$ cat src/rtl/rcsg_pkg.sv
// Shared constants, widths and register codes of the random channel subset gate.
`timescale 1ns / 1ps
`default_nettype none
package rcsg_pkg;

  // Channel count and the widths that follow from it.
  localparam int CHANNELS = 8;
  localparam int MASK_W   = 8;
  localparam int USED_CH  = (CHANNELS < MASK_W) ? CHANNELS : MASK_W;
  localparam int SIDX_W   = (CHANNELS > 1) ? $clog2(CHANNELS) : 1;
  localparam int CNT_W    = $clog2(CHANNELS + 1);
  localparam int CH_ID_W  = 3;
  localparam int PROD_W   = CNT_W + 8;

  // Field widths.
  localparam int MV_W     = 15;
  localparam int PERM_W   = 10;
  localparam int RND_W    = 64;
  localparam int COUNT_W  = 4;
  localparam int PPROD_W  = CNT_W + PERM_W;

  // Packed stream widths.
  localparam int IN_BITS  = 2 * MV_W + 2 + MASK_W + RND_W;
  localparam int IN_W     = ((IN_BITS + 7) / 8) * 8;
  localparam int OUT_BITS = MASK_W + COUNT_W;
  localparam int OUT_W    = ((OUT_BITS + 7) / 8) * 8;

  // Probability full scale in per mille.
  localparam logic [PERM_W-1:0] PERM_MAX = PERM_W'(1000);

  // Configuration port.
  localparam int ADDR_W = 4;
  localparam int DATA_W = 32;

  typedef enum logic [1:0] {
    REG_PROB_KNOB = 2'd0,
    REG_TRIG_HIGH = 2'd1,
    REG_TRIG_LOW  = 2'd2,
    REG_NONE      = 2'd3
  } reg_idx_e;

  // Register reset values.
  localparam logic [PERM_W-1:0]      PROB_KNOB_RST = PERM_W'(500);
  localparam logic signed [MV_W-1:0] TRIG_HIGH_RST = MV_W'(1000);
  localparam logic signed [MV_W-1:0] TRIG_LOW_RST  = MV_W'(0);

endpackage
`default_nettype wire

$ cat src/rtl/random_channel_subset_gate_unit.sv
// Top level of the random channel subset gate: trigger detect, shuffle and enable selection.
`timescale 1ns / 1ps
`default_nettype none
//
//  channel      | direction | handshake                     | payload
//  -------------+-----------+-------------------------------+------------------------------
//  sample in    | slave     | s_axis_tvalid / s_axis_tready | s_axis_tdata (104 bits)
//  result out   | master    | m_axis_tvalid / m_axis_tready | m_axis_tdata (16 bits)
//  config       | APB slave | psel, penable, pwrite, pready | paddr, pwdata, prdata
//
//  One request is taken per cycle unless the stage register is held. Trigger detection
//  and the detector state update happen in the accept cycle; a firing request is held in
//  the stage register and the shuffle plus enable selection runs from it into the result
//  register, which takes the result as soon as it is free. A request that does not fire
//  leaves no result. The input keeps flowing while a result waits: the stage register
//  stalls only when the result register is full and not taken. Reset clears the detector
//  state, the valid flags and restores the register defaults.
//
module random_channel_subset_gate_unit
  import rcsg_pkg::*;
(
  input  wire logic              clk_i,
  input  wire logic              rst_ni,
  // sample in
  input  wire logic              s_axis_tvalid,
  output logic                   s_axis_tready,
  // tdata, low bit up: trig_mv[14:0], button[15], prob_mv[30:16], prob_connected[31],
  // connected_mask[39:32], random_bits[103:40]
  input  wire logic [IN_W-1:0]   s_axis_tdata,
  // result out
  output logic                   m_axis_tvalid,
  input  wire logic              m_axis_tready,
  // tdata, low bit up: enable_mask[7:0], enabled_count[11:8], zero fill[15:12]
  output logic [OUT_W-1:0]       m_axis_tdata,
  // configuration
  input  wire logic              psel,
  input  wire logic              penable,
  input  wire logic              pwrite,
  input  wire logic [ADDR_W-1:0] paddr,
  input  wire logic [DATA_W-1:0] pwdata,
  output logic [DATA_W-1:0]      prdata,
  output logic                   pready
);

  // Configuration registers.
  logic [PERM_W-1:0]      prob_knob_q;
  logic signed [MV_W-1:0] trig_high_q;
  logic signed [MV_W-1:0] trig_low_q;
  reg_idx_e               reg_idx;
  logic                   cfg_wr;

  // Detector state.
  logic schmitt_high_q, schmitt_high_d;
  logic button_last_q;

  // Input field views.
  logic signed [MV_W-1:0] in_trig;
  logic                   in_button;
  logic signed [MV_W-1:0] in_pmv;
  logic                   in_pcon;
  logic [MASK_W-1:0]      in_cmask;
  logic [RND_W-1:0]       in_rnd;

  logic              in_acc;
  logic              fire;
  logic              clk_fire;
  logic [PERM_W-1:0] p_sel;

  // Stage register.
  logic              s1_valid_q, s1_valid_d;
  logic [PERM_W-1:0] s1_p_q;
  logic [MASK_W-1:0] s1_cmask_q;
  logic [RND_W-1:0]  s1_rnd_q;

  // Result register.
  logic               out_valid_q, out_valid_d;
  logic [MASK_W-1:0]  out_mask_q;
  logic [COUNT_W-1:0] out_cnt_q;
  logic               s2_free;

  // Shuffle datapath.
  logic [CH_ID_W-1:0] slot [CHANNELS];
  logic [CNT_W-1:0]   n;
  logic [2:0]         k;
  logic [7:0]         b;
  logic [PROD_W-1:0]  prod;
  logic [SIDX_W-1:0]  s;
  logic [PPROD_W-1:0] pprod;
  logic [CNT_W-1:0]   en;
  logic [MASK_W-1:0]  mask;

  // ---------------- configuration port ----------------
  assign pready  = 1'b1;
  assign reg_idx = reg_idx_e'(paddr[3:2]);
  assign cfg_wr  = psel && penable && pwrite && pready;

  always_comb begin
    case (reg_idx)
      REG_PROB_KNOB: prdata = DATA_W'(prob_knob_q);
      REG_TRIG_HIGH: prdata = DATA_W'(trig_high_q);
      REG_TRIG_LOW:  prdata = DATA_W'(trig_low_q);
      default:       prdata = '0;
    endcase
  end

  always_ff @(posedge clk_i or negedge rst_ni) begin
    if (!rst_ni) begin
      prob_knob_q <= PROB_KNOB_RST;
      trig_high_q <= TRIG_HIGH_RST;
      trig_low_q  <= TRIG_LOW_RST;
    end else if (cfg_wr) begin
      case (reg_idx)
        REG_PROB_KNOB: prob_knob_q <= pwdata[PERM_W-1:0];
        REG_TRIG_HIGH: trig_high_q <= pwdata[MV_W-1:0];
        REG_TRIG_LOW:  trig_low_q  <= pwdata[MV_W-1:0];
        default: ;
      endcase
    end
  end

  // ---------------- input unpack and trigger detect ----------------
  assign in_trig   = s_axis_tdata[MV_W-1:0];
  assign in_button = s_axis_tdata[MV_W];
  assign in_pmv    = s_axis_tdata[2*MV_W:MV_W+1];
  assign in_pcon   = s_axis_tdata[2*MV_W+1];
  assign in_cmask  = s_axis_tdata[2*MV_W+2 +: MASK_W];
  assign in_rnd    = s_axis_tdata[2*MV_W+2+MASK_W +: RND_W];

  assign s2_free       = !out_valid_q || m_axis_tready;
  assign s_axis_tready = !s1_valid_q || s2_free;
  assign in_acc        = s_axis_tvalid && s_axis_tready;

  // Schmitt trigger: drop at or below the low threshold, rise and fire at or above the high one.
  always_comb begin
    schmitt_high_d = schmitt_high_q;
    clk_fire       = 1'b0;
    if (schmitt_high_q) begin
      if (in_trig <= trig_low_q) schmitt_high_d = 1'b0;
    end else if (in_trig >= trig_high_q) begin
      schmitt_high_d = 1'b1;
      clk_fire       = 1'b1;
    end
  end

  assign fire = clk_fire || (in_button && !button_last_q);

  // Clamp the probability to 0..1000 per mille.
  always_comb begin
    if (in_pcon) begin
      if (in_pmv < 0) begin
        p_sel = '0;
      end else if (in_pmv > $signed({1'b0, {(MV_W-PERM_W-1){1'b0}}, PERM_MAX})) begin
        p_sel = PERM_MAX;
      end else begin
        p_sel = in_pmv[PERM_W-1:0];
      end
    end else begin
      p_sel = (prob_knob_q > PERM_MAX) ? PERM_MAX : prob_knob_q;
    end
  end

  always_ff @(posedge clk_i or negedge rst_ni) begin
    if (!rst_ni) begin
      schmitt_high_q <= 1'b0;
      button_last_q  <= 1'b0;
    end else if (in_acc) begin
      schmitt_high_q <= schmitt_high_d;
      button_last_q  <= in_button;
    end
  end

  // Hold a firing request in the stage register; drop the rest.
  always_comb begin
    if (in_acc) begin
      s1_valid_d = fire;
    end else if (s2_free) begin
      s1_valid_d = 1'b0;
    end else begin
      s1_valid_d = s1_valid_q;
    end
  end

  always_ff @(posedge clk_i or negedge rst_ni) begin
    if (!rst_ni) begin
      s1_valid_q <= 1'b0;
    end else begin
      s1_valid_q <= s1_valid_d;
    end
  end

  always_ff @(posedge clk_i) begin
    if (in_acc) begin
      s1_p_q     <= p_sel;
      s1_cmask_q <= in_cmask;
      s1_rnd_q   <= in_rnd;
    end
  end

  // ---------------- inside-out shuffle ----------------
  // Each connected channel after the first swaps into a slot picked by its random byte.
  always_comb begin
    for (int j = 0; j < CHANNELS; j++) slot[j] = '0;
    n    = '0;
    k    = '0;
    b    = '0;
    prod = '0;
    s    = '0;
    for (int i = 0; i < USED_CH; i++) begin
      if (s1_cmask_q[i]) begin
        n = n + CNT_W'(1);
        if (n == CNT_W'(1)) begin
          slot[0] = CH_ID_W'(i);
        end else begin
          k    = 3'(n - CNT_W'(2));
          b    = s1_rnd_q[{k, 3'b000} +: 8];
          prod = PROD_W'(n) * PROD_W'(b);
          s    = SIDX_W'(prod >> 8);
          slot[SIDX_W'(n - CNT_W'(1))] = slot[s];
          slot[s] = CH_ID_W'(i);
        end
      end
    end
  end

  // Enabled count is floor(n * p / 1000): count the thousands reached.
  always_comb begin
    pprod = PPROD_W'(n) * PPROD_W'(s1_p_q);
    en    = '0;
    for (int m = 1; m <= CHANNELS; m++) begin
      if (pprod >= PPROD_W'(m * 1000)) en = en + CNT_W'(1);
    end
  end

  always_comb begin
    mask = '0;
    for (int i = 0; i < CHANNELS; i++) begin
      if (CNT_W'(i) < en) mask[slot[i]] = 1'b1;
    end
  end

  // ---------------- result register ----------------
  always_comb begin
    if (s2_free) begin
      out_valid_d = s1_valid_q;
    end else begin
      out_valid_d = out_valid_q;
    end
  end

  always_ff @(posedge clk_i or negedge rst_ni) begin
    if (!rst_ni) begin
      out_valid_q <= 1'b0;
    end else begin
      out_valid_q <= out_valid_d;
    end
  end

  always_ff @(posedge clk_i) begin
    if (s2_free && s1_valid_q) begin
      out_mask_q <= mask;
      out_cnt_q  <= COUNT_W'(en);
    end
  end

  assign m_axis_tvalid = out_valid_q;
  assign m_axis_tdata  = {{(OUT_W-OUT_BITS){1'b0}}, out_cnt_q, out_mask_q};

endmodule
`default_nettype wire
$ cat config.mk
export PLATFORM = sky130hd
export DESIGN_NAME = random_channel_subset_gate_unit
export DESIGN_NICKNAME = d
export VERILOG_FILES = /design/src/rtl/rcsg_pkg.sv /design/src/rtl/random_channel_subset_gate_unit.sv
export SDC_FILE = /design/constraint.sdc
export NUM_CORES = 1
export LEC_CHECK = 0
export BUFFER_PORTS_ARGS = -buffer_cell sky130_fd_sc_hd__buf_4
export CAP_MARGIN = 25
export CORE_MARGIN = 10
export CORE_UTILIZATION = 30
export DETAILED_ROUTE_END_ITERATION = 10
export GPL_TIMING_DRIVEN = 0
export PLACE_DENSITY_LB_ADDON = 0.2
export SYNTH_ARGS = -nofsm -noshare
export SYNTH_HDL_FRONTEND = slang
export SYNTH_SLANG_ARGS = --single-unit
$ cat constraint.sdc
create_clock -name clk_i -period 18.9 [get_ports clk_i]
set_clock_uncertainty 0.15 [all_clocks]
set_input_delay 1.89 -clock clk_i [delete_from_list [all_inputs] [get_ports clk_i]]
set_output_delay 1.89 -clock clk_i [all_outputs]
set_load 0.02 [all_outputs]
Word level (Yosys, flattened, before mapping)

Memory sizes are Yosys's and may differ from the RTL's.
Cells that the tools add are included.

ROM bits: 24
Memories: 1
Output and inout bits: 51
Flip-flop bits (word level): 138
Bits of input ports: 147
Word-level logic and storage cells: 335

Multipliers: 8
Add/sub/neg operators: 28
Shift operators: 7
Equality and inequality tests: 9
Reduce and logical (&&, ||, !) cells: 38
Muxes and demuxes: 126
Bitwise gates (word level): 41
Order comparisons: 65

Memory list:

| name             | depth | width | rd ports | clocked after Yosys merged registers in | wr ports | RTL line                               | text |
|---|---|---|---|---|---|---|---|
| (name not given) | 8     | 3     | 1        | 0                                       | 0        | random_channel_subset_gate_unit.sv:218 | `slot[SIDX_W'(n - CNT_W'(1))] = slot[s];` |

Operators by type and width:

| kind                   | count |
|---|---|
| $shiftx A64 B7 Y8      | 7 |
| $mux W24               | 7 |
| $mux W21               | 7 |
| $bwmux W24             | 6 |
| $demux W3 S3           | 14 |
| $mux W3                | 35 |
| $pmux W32 S3           | 1 |
| $or A8 B8 Y8           | 10 |
| $mul A4 B8 Y11         | 6 |
| $mux W8                | 8 |
| $ge A14 B13 Y1 const B | 4 |
| $ge A4 B4 Y1 const B   | 14 |
| $lt A4 B1 Y1 const B   | 14 |
| $not A3 Y4             | 14 |
| $bmux W3 S3            | 6 |
| $add A4 B1 Y4 const B  | 13 |
| $mux W4                | 13 |
| $and A16 B16 Y16       | 3 |
| $not A16 Y16           | 3 |
| $or A16 B16 Y16        | 3 |
| $mux W10               | 4 |
| $lt A3 B4 Y1 const B   | 8 |
| $ge A14 B12 Y1 const B | 2 |
| $logic_and A1 B1 Y1    | 27 |
| other kinds (31)       | 93 |

Depth between registers and ports, before layout

Gate-level depths: netlist of the first run.

Word-level depth: 75
Depth in mapped cells: 76
Mapped depth without buffers: 65

Least setup slack after synthesis of the first run

Ideal clock, no wire load.

Kind: register to register
From: reg s1_cmask_q[0]
To: reg out_mask_q[0], data pin
Data arrival time: 15.544 ns
Setup slack: 2.934 ns
Clock period less this slack: 15.966 ns
Buffers on the path: 13
Data required time: 18.478 ns
Setup time: 0.272 ns
Cell stages (with the launch flop): 72
Cell sequence: edfxtp_1 fa_1 buf_4 xnor2_2 inv_1 buf_1 clkbuf_1 buf_1 ha_1 clkbuf_1 inv_1 clkbuf_1 nand2_1 o21ai_0 inv_1 ha_1 clkbuf_1 clkbuf_1 [... 36 more ...] a21oi_1 ha_1 nand2b_1 o31ai_1 a21oi_1 ha_1 mux2_2 ha_1 nand2_1 xor2_1 xnor2_1 inv_1 nor3_1 inv_1 nand3_1 and3b_1 a311o_1 or4_1

Elaborated cells between the ends (all ways): 289

RTL lines:

| what                   | RTL line                               | text |
|---|---|---|
| from (decl)            | random_channel_subset_gate_unit.sv:72  | `logic [MASK_W-1:0] s1_cmask_q;` |
| from (signal assigned) | random_channel_subset_gate_unit.sv:194 | `s1_cmask_q <= in_cmask;` |
| $mux W1 *              | random_channel_subset_gate_unit.sv:209 | `if (s1_cmask_q[i]) begin` |
| $add A1 B1 Y2          | random_channel_subset_gate_unit.sv:210 | `n = n + CNT_W'(1);` |
| $mux W2 *              | random_channel_subset_gate_unit.sv:209 |  |
| $add A4 B1 Y4          | random_channel_subset_gate_unit.sv:210 |  |
| $mux W4 *              | random_channel_subset_gate_unit.sv:209 |  |
| $add A4 B1 Y4          | random_channel_subset_gate_unit.sv:210 |  |
| $mux W4 *              | random_channel_subset_gate_unit.sv:209 |  |
| $add A4 B1 Y4          | random_channel_subset_gate_unit.sv:210 |  |
| [... 24 more ...]      | n/a                                    |  |
| net en[2]              | random_channel_subset_gate_unit.sv:89  | `logic [CNT_W-1:0] en;` |
| [... 9 more ...]       | n/a                                    |  |
| $mux W8                | random_channel_subset_gate_unit.sv:237 | `if (CNT_W'(i) < en) mask[slot[i]] = 1'b1;` |
| $or A8 B8 Y8 (no line) | n/a                                    |  |
| $mux W8                | random_channel_subset_gate_unit.sv:237 |  |
| $or A8 B8 Y8 (no line) | n/a                                    |  |
| $mux W8                | random_channel_subset_gate_unit.sv:237 |  |
| $or A8 B8 Y8 (no line) | n/a                                    |  |
| $mux W8 *              | random_channel_subset_gate_unit.sv:237 |  |
| net mask[0]            | random_channel_subset_gate_unit.sv:90  | `logic [MASK_W-1:0] mask;` |
| to (signal assigned)   | random_channel_subset_gate_unit.sv:260 | `out_mask_q <= mask;` |
| to (decl)              | random_channel_subset_gate_unit.sv:77  | `logic [MASK_W-1:0] out_mask_q;` |

Mark *: on every way through the listed nets, which the timed path passes. The rest lies on a longest branch. The select of a mux whose other input is x is not followed.
A chain may end at the register's enable or synchronous reset.

Worst setup path after layout of the first run

From: reg s1_cmask_q[2]
To: reg out_mask_q[1], data pin

Elaborated cells between the ends (all ways): 232

RTL lines:

| what                   | RTL line |
|---|---|
| $mux W4 *              | random_channel_subset_gate_unit.sv:209 |
| $add A4 B1 Y4          | random_channel_subset_gate_unit.sv:210 |
| $mux W4 *              | random_channel_subset_gate_unit.sv:209 |
| $add A4 B1 Y4          | random_channel_subset_gate_unit.sv:210 |
| $mux W4 *              | random_channel_subset_gate_unit.sv:209 |
| $add A4 B1 Y4          | random_channel_subset_gate_unit.sv:210 |
| $mux W4 *              | random_channel_subset_gate_unit.sv:209 |
| $add A4 B1 Y4          | random_channel_subset_gate_unit.sv:210 |
| [... 20 more ...]      | n/a |
| net en[2]              | random_channel_subset_gate_unit.sv:89 |
| [... 9 more ...]       | n/a |
| $mux W8                | random_channel_subset_gate_unit.sv:237 |
| $or A8 B8 Y8 (no line) | n/a |
| $mux W8                | random_channel_subset_gate_unit.sv:237 |
| $or A8 B8 Y8 (no line) | n/a |
| $mux W8                | random_channel_subset_gate_unit.sv:237 |
| $or A8 B8 Y8 (no line) | n/a |
| $mux W8 *              | random_channel_subset_gate_unit.sv:237 |
| net mask[1]            | random_channel_subset_gate_unit.sv:90 |

Marked as above.

==> results of run 1 <==
## per-stage QoR
| stage | cell area (um^2) | std cells | setup slack (ns) |
|---|---|---|---|
| final | 25100 | 3860 | 1.21 |
| after global routing | 25100 | 3860 | 0.0140 |
| after CTS | 25000 | 3859 | 0.283 |
| after detailed placement | 24500 | 3829 | -1.38 |
| after global placement | 24400 | 3822 | -1.62 |
| after floorplan | 21900 | 2699 | 2.93 |
## flip-flops by register name (all words and copies together) (netlist names)
name            count
s1_rnd_q           64
s1_cmask_q          8
trig_high_q        15
m_axis_tvalid       1
s1_p_q             10
out_mask_q          8
out_cnt_q           4
trig_low_q         15
button_last_q       1
prob_knob_q        10
s1_valid_q          1
schmitt_high_q      1
## per-layer routing
metal,vias to the layer above,wire (um),global-route usage
met5,-,0,0
met4,0,2770,0.0715
met3,162,5130,0.0288
met2,924,42400,0.340
met1,11000,39000,0.266
li1,10300,-,-
## synth_stat cells (45+ instances only)
library cell | instances | area [um^2]
o21ai_0 | 139 | 696
edfxtp_1 | 94 | 2820
mux2i_1 | 69 | 691
nand3_1 | 94 | 470
and2_1 | 46 | 288
nand2_1 | 354 | 1330
a211oi_1 | 46 | 345
o211ai_1 | 45 | 338
mux4_2 | 56 | 1260
a21oi_1 | 141 | 706
clkbuf_1 | 85 | 319
fa_1 | 77 | 1540
ha_1 | 145 | 1810
nor3_1 | 70 | 350
inv_1 | 197 | 739
nor2_1 | 215 | 807
## final cells by class
cell class              instances  share of cell area
inverters                     201              0.0305
flip-flops and latches        138               0.157
multi-input cells            2221               0.661
clock inverters                15             0.00519
clock buffers                  17              0.0170
plain buffers                 134              0.0252
well taps                     950              0.0474
repair buffers                184              0.0560
## how the worst max path moves through the flow
stage                          to  cells after the start
finish              out_mask_q[1]                     68
global route        out_mask_q[1]                     68
CTS                 out_mask_q[1]                     70
detailed placement  out_mask_q[1]                     72
global placement    out_mask_q[1]                     71
floorplan           out_mask_q[0]                     71
## placed cells by master (no fill, tap or decap), types with 16 or more instances in the layout
cell type  netlist  final
clkbuf_16        0     17
o31ai_1         25     25
xor2_1          23     23
edfxtp_1        94     94
mux2i_1         69     69
o31a_1          16     16
nor2_1         215    215
nor3_1          70     69
o211ai_1        45     45
dfrtp_1         32     32
or3_1           32     32
nand2b_1        43     43
a31oi_1         24     24
inv_1          197    194
ha_1           145    144
a211oi_1        46     46
o21a_1          16     16
clkbuf_1        85     79
nand2_1        354    354
o21ai_0        139    139
nor2b_1         43     43
buf_4           28    207
nand4_1         34     34
and2_1          46     46
and3_1          24     24
mux2_2          22     22
a21o_1          29     29
fa_1            77     77
mux4_2          56     56
a21oi_1        141    141
o22ai_1         22     22
xnor2_1         43     43
or2_2           36     36
nand3_1         94     94
## logic make-up after synthesis
family	Yosys count
and+or+nand+nor	1072
AOI/OAI and AO/OA	691
buffers and inverters	340
adders and majority gates	222
muxes	147
DFF	138
xor gates and xnor gates	84
other	2
## timing repair
action                                  4_1_cts  5_1_grt
buffers inserted                              1        2
gates cloned                                  0        0
endpoints found under the hold margin         0        0
resized for setup                             6        7
endpoints found under the setup margin        8        8
## worst register-to-register path, delay by kind of cell (launching register included)
kind	cells	cell delay, ns
adder cells (fa/ha/maj)	14	4.82
multiplexers	2	0.58
flip-flops	1	0.53
buffers and inverters	19	4.33
AO/OA/AOI/OAI	15	3.66
AND/OR/NAND/NOR	14	2.30
XOR/XNOR	4	1.11
==> results.json, run 1 <==
{
  "hp-class": "register to register",
  "critical_path.max_fanout": 19,
  "min_to": "s1_valid_q",
  "reg2reg_to": "out_mask_q[1]",
  "synth_top_family_by_area": "simple AND/OR/NAND/NOR gates",
  "drive_gt1_frac": 0.150,
  "synthAdderAreaFrac": 0.153,
  "critPathCaptureType": "register",
  "cpLargestDelayFamily": "adder cells",
  "fin_util": 0.349,
  "postRouteAntennaNets": 0,
  "initial_core_util": 0.304,
  "grt_overflow": 0,
  "rsz0062_at_grt": "false",
  "via_count": 22300,
  "io_buffers": 173,
  "clkLatencyLatePin_ns": 0.49,
  "fillers": 7618,
  "area_growth_syn_to_layout_pct": 14.5,
  "netlist_area_um2": 21900,
  "synthMuxAreaShare": 0.101,
  "crit_start": "s1_cmask_q[2]",
  "ys_types": 111,
  "grt.total_usage": 0.205,
  "synthArstFlopShare": 0.319,
  "r2r_cells": 68,
  "die_w_um": 290,
  "grt_pass1_vias": 22000,
  "row_count": 98,
  "r2r_setup_slack_ns": 1.21,
  "tightest_slew_ns": 1.05,
  "postSynthAreaPerCell_um2": 8.11,
  "ys_ff_latch": 138,
  "maxSlewViolCount": 0,
  "cpPeakStageDelay_ns": 0.56,
  "critPathRequiredTime_ns": 19.00,
  "synthFlopType": "edfxtp_1",
  "antenna_found_initial": 0,
  "clkTransAtPathRegs_ns": 0.08,
  "relSlewSlack": 0.295,
  "critical_path_buf_inv_count": 19,
  "tritoncts": "done",
  "seq_area_um2": 3940,
  "drt_first_iter_violations": 1959,
  "critPathSlowestCell": "a2111oi_1",
  "worstPathArrival_ns": 17.79,
  "grt_max_degree": 69,
  "dpl.hpwl_um": 73800,
  "crit_path_frequent_cell": "ha_1",
  "drt_wl_total_um": 89400,
  "post-route-drc-count": 0,
  "coreArea_um2": 71900,
  "final_net_count": 3266,
  "yosysWarnings": 0,
  "start_kind": "register",
  "hold-path-cell-count": 1,
  "clockBufferDepth": 2,
  "synth-xor-area-share": 0.0434,
  "cts-root-buf": "clkbuf_16",
  "viasPerCell": 5.79,
  "reg2reg_from": "s1_cmask_q[2]",
  "period_minus_slack_ns": 17.69,
  "fin_crit_sh": 0.936,
  "die_y_um": 290,
  "max_cap_viol_count": 0,
  "yosys.area_share.simple": 0.239,
  "critPathKind": "register to register",
  "ctsHoldBuffers": 0,
  "dieArea_um2": 84100,
  "hold_violations": 0,
  "clkSinkCount": 138,
  "tns_ns": 0,
  "wl_per_cell_um": 23.2,
  "whs_ns": 0.331,
  "numCtsBuffers": 17,
  "synth-edff-count": 94,
  "htreeDepth": 4,
  "hp-start": "button_last_q",
  "multiInputGateArea_um2": 16600,
  "dr.pass1.iters": 6,
  "antenna_cells": 0,
  "netlist_instances": 2696,
  "status": "completed",
  "yosysSeqAreaShare": 0.180,
  "pin_count": 198,
  "synth_compound_area_frac": 0.219,
  "gp_congestion": 0.998,
  "grt_pass1_wl_um": 136000,
  "max_freq_mhz": 56.5,
  "setup_violations": 0
}
Power of run 1 is not shown: default switching activity piles up to over one toggle a cycle in this logic, so the estimate is an artifact.
==> run 2: changes to the inputs <==
clock period = 18.45 ns   (was 18.9 ns; I/O delays follow)
==> results.json, run 2 (same netlist as run 1, synthesis figures left out) <==
{
  "hp-class": "register to register",
  "placed_area_um2": 24500,
  "final_cell_mix": "nand2_1 (354), nor2_1 (215), buf_4 (208), inv_1 (194), ha_1 (143)",
  "period_minus_slack_ns": 17.27,
  "die_w_um": 290,
  "post-route-drc-count": 0,
  "crit_path_frequent_cell": "ha_1",
  "fin_crit_sh": 0.936,
  "viasPerCell": 5.79,
  "dpl.hpwl_um": 73800,
  "tritoncts": "done",
  "relSlewSlack": 0.269,
  "maxSlewViolCount": 0,
  "gp_congestion": 0.998,
  "final_cells": 3859,
  "critPathRequiredTime_ns": 18.54,
  "grt_max_degree": 69,
  "grt_pass1_vias": 22000,
  "io_buffers": 173,
  "clkLatencyLatePin_ns": 0.49,
  "area_growth_syn_to_layout_pct": 14.6,
  "rsz0062_at_grt": "false",
  "worstPathArrival_ns": 17.36,
  "critPathCaptureType": "register",
  "cts-root-buf": "clkbuf_16",
  "via_count": 22300,
  "initial_core_util": 0.304,
  "clkSinkCount": 138,
  "grt_overflow": 0,
  "final_net_count": 3265,
  "largest_registers": "s1_rnd_q (64), trig_high_q (15), trig_low_q (15)",
  "largest_reg_flops": 64,
  "tightest_slew_ns": 1.09,
  "grt_pass1_wl_um": 136000,
  "critical_path.max_fanout": 19,
  "cpPeakStageDelay_ns": 0.55,
  "max_cap_viol_count": 0,
  "dieArea_um2": 84100,
  "critPathKind": "register to register",
  "final_common_cell": "nand2_1",
  "postRouteAntennaNets": 0,
  "antenna_cells": 0,
  "htreeDepth": 4,
  "tns_ns": 0,
  "die_y_um": 290,
  "final_area_um2": 25100,
  "wl_per_cell_um": 23.2,
  "pin_count": 198,
  "clkTransAtPathRegs_ns": 0.08,
  "drt_first_iter_violations": 1964,
  "antenna_found_initial": 0,
  "fin_util": 0.349,
  "numCtsBuffers": 17,
  "row_count": 98,
  "max_freq_mhz": 57.9,
  "ctsHoldBuffers": 0,
  "dp.cells": 3829,
  "drive_gt1_frac": 0.151,
  "setup_violations": 0,
  "critPathSlowestCell": "or4_1",
  "dr.pass1.iters": 6,
  "top_register": "s1_rnd_q",
  "status": "completed",
  "hold_violations": 0,
  "clockBufferDepth": 2,
  "start_kind": "register",
  "drt_wl_total_um": 89400,
  "coreArea_um2": 71900,
  "grt.total_usage": 0.205
}
==> run 2: changes by cell type in the layout (fill, tap and decap cells not counted), sizes merged <==
cell    previous run  this run
buf              237       238
clkbuf            98        96
==> run 2: per-stage QoR <==
step	hold slack [ns]	worst slack [ns]
floorplan	0.299	2.48
global placement	0.315	-2.07
detailed placement	0.319	-1.83
CTS	0.332	0.161
global route	0.349	0.0934
finish	0.331	1.18
==> run 2: worst paths after layout <==
path	from	to	slack (ns)	cells past startpoint
max	s1_cmask_q[0]	out_mask_q[0]	1.18	67
min	button_last_q	s1_valid_q	0.33	1
max reg2reg	s1_cmask_q[0]	out_mask_q[0]	1.18	67
min reg2reg	button_last_q	s1_valid_q	0.33	1
max in group asynchronous	rst_ni	prob_knob_q[2]	16.54	1
min in group asynchronous	rst_ni	trig_low_q[12]	1.20	1
==> run 2: timing repair <==
action,CTS,global route
resized for setup,7,10
setup endpoints to repair,8,8
buffers inserted,1,2
==> run 2: area by class of cell <==
type,instances,area (um^2)
Buffer,133,628
Inverter,201,764
Sequential cell,138,3940
Clock buffer,17,425
Clock inverter,15,130
Fill cell,7620,46800
Timing Repair Buffer,184,1400
Multi-Input combinational cell,2221,16600
Tap cell,950,1190
==> run 2: routing by layer <==
metal  global-route usage  share of wire
met5                    0              0
met4               0.0715          0.030
met3               0.0291          0.060
met2                0.340           0.47
met1                0.266           0.44
==> run 2: critical path: cells and delay by family, from the launching register on <==
kind                     cells  cell delay, ns
buffers and inverters       18            3.81
AO/OA/AOI/OAI               14            2.96
adder cells (fa/ha/maj)     14            4.98
multiplexers                 2            0.58
XOR/XNOR                     4            1.03
flip-flops                   1            0.50
AND/OR/NAND/NOR             15            2.94
Power of run 2 is left out for the same reason.
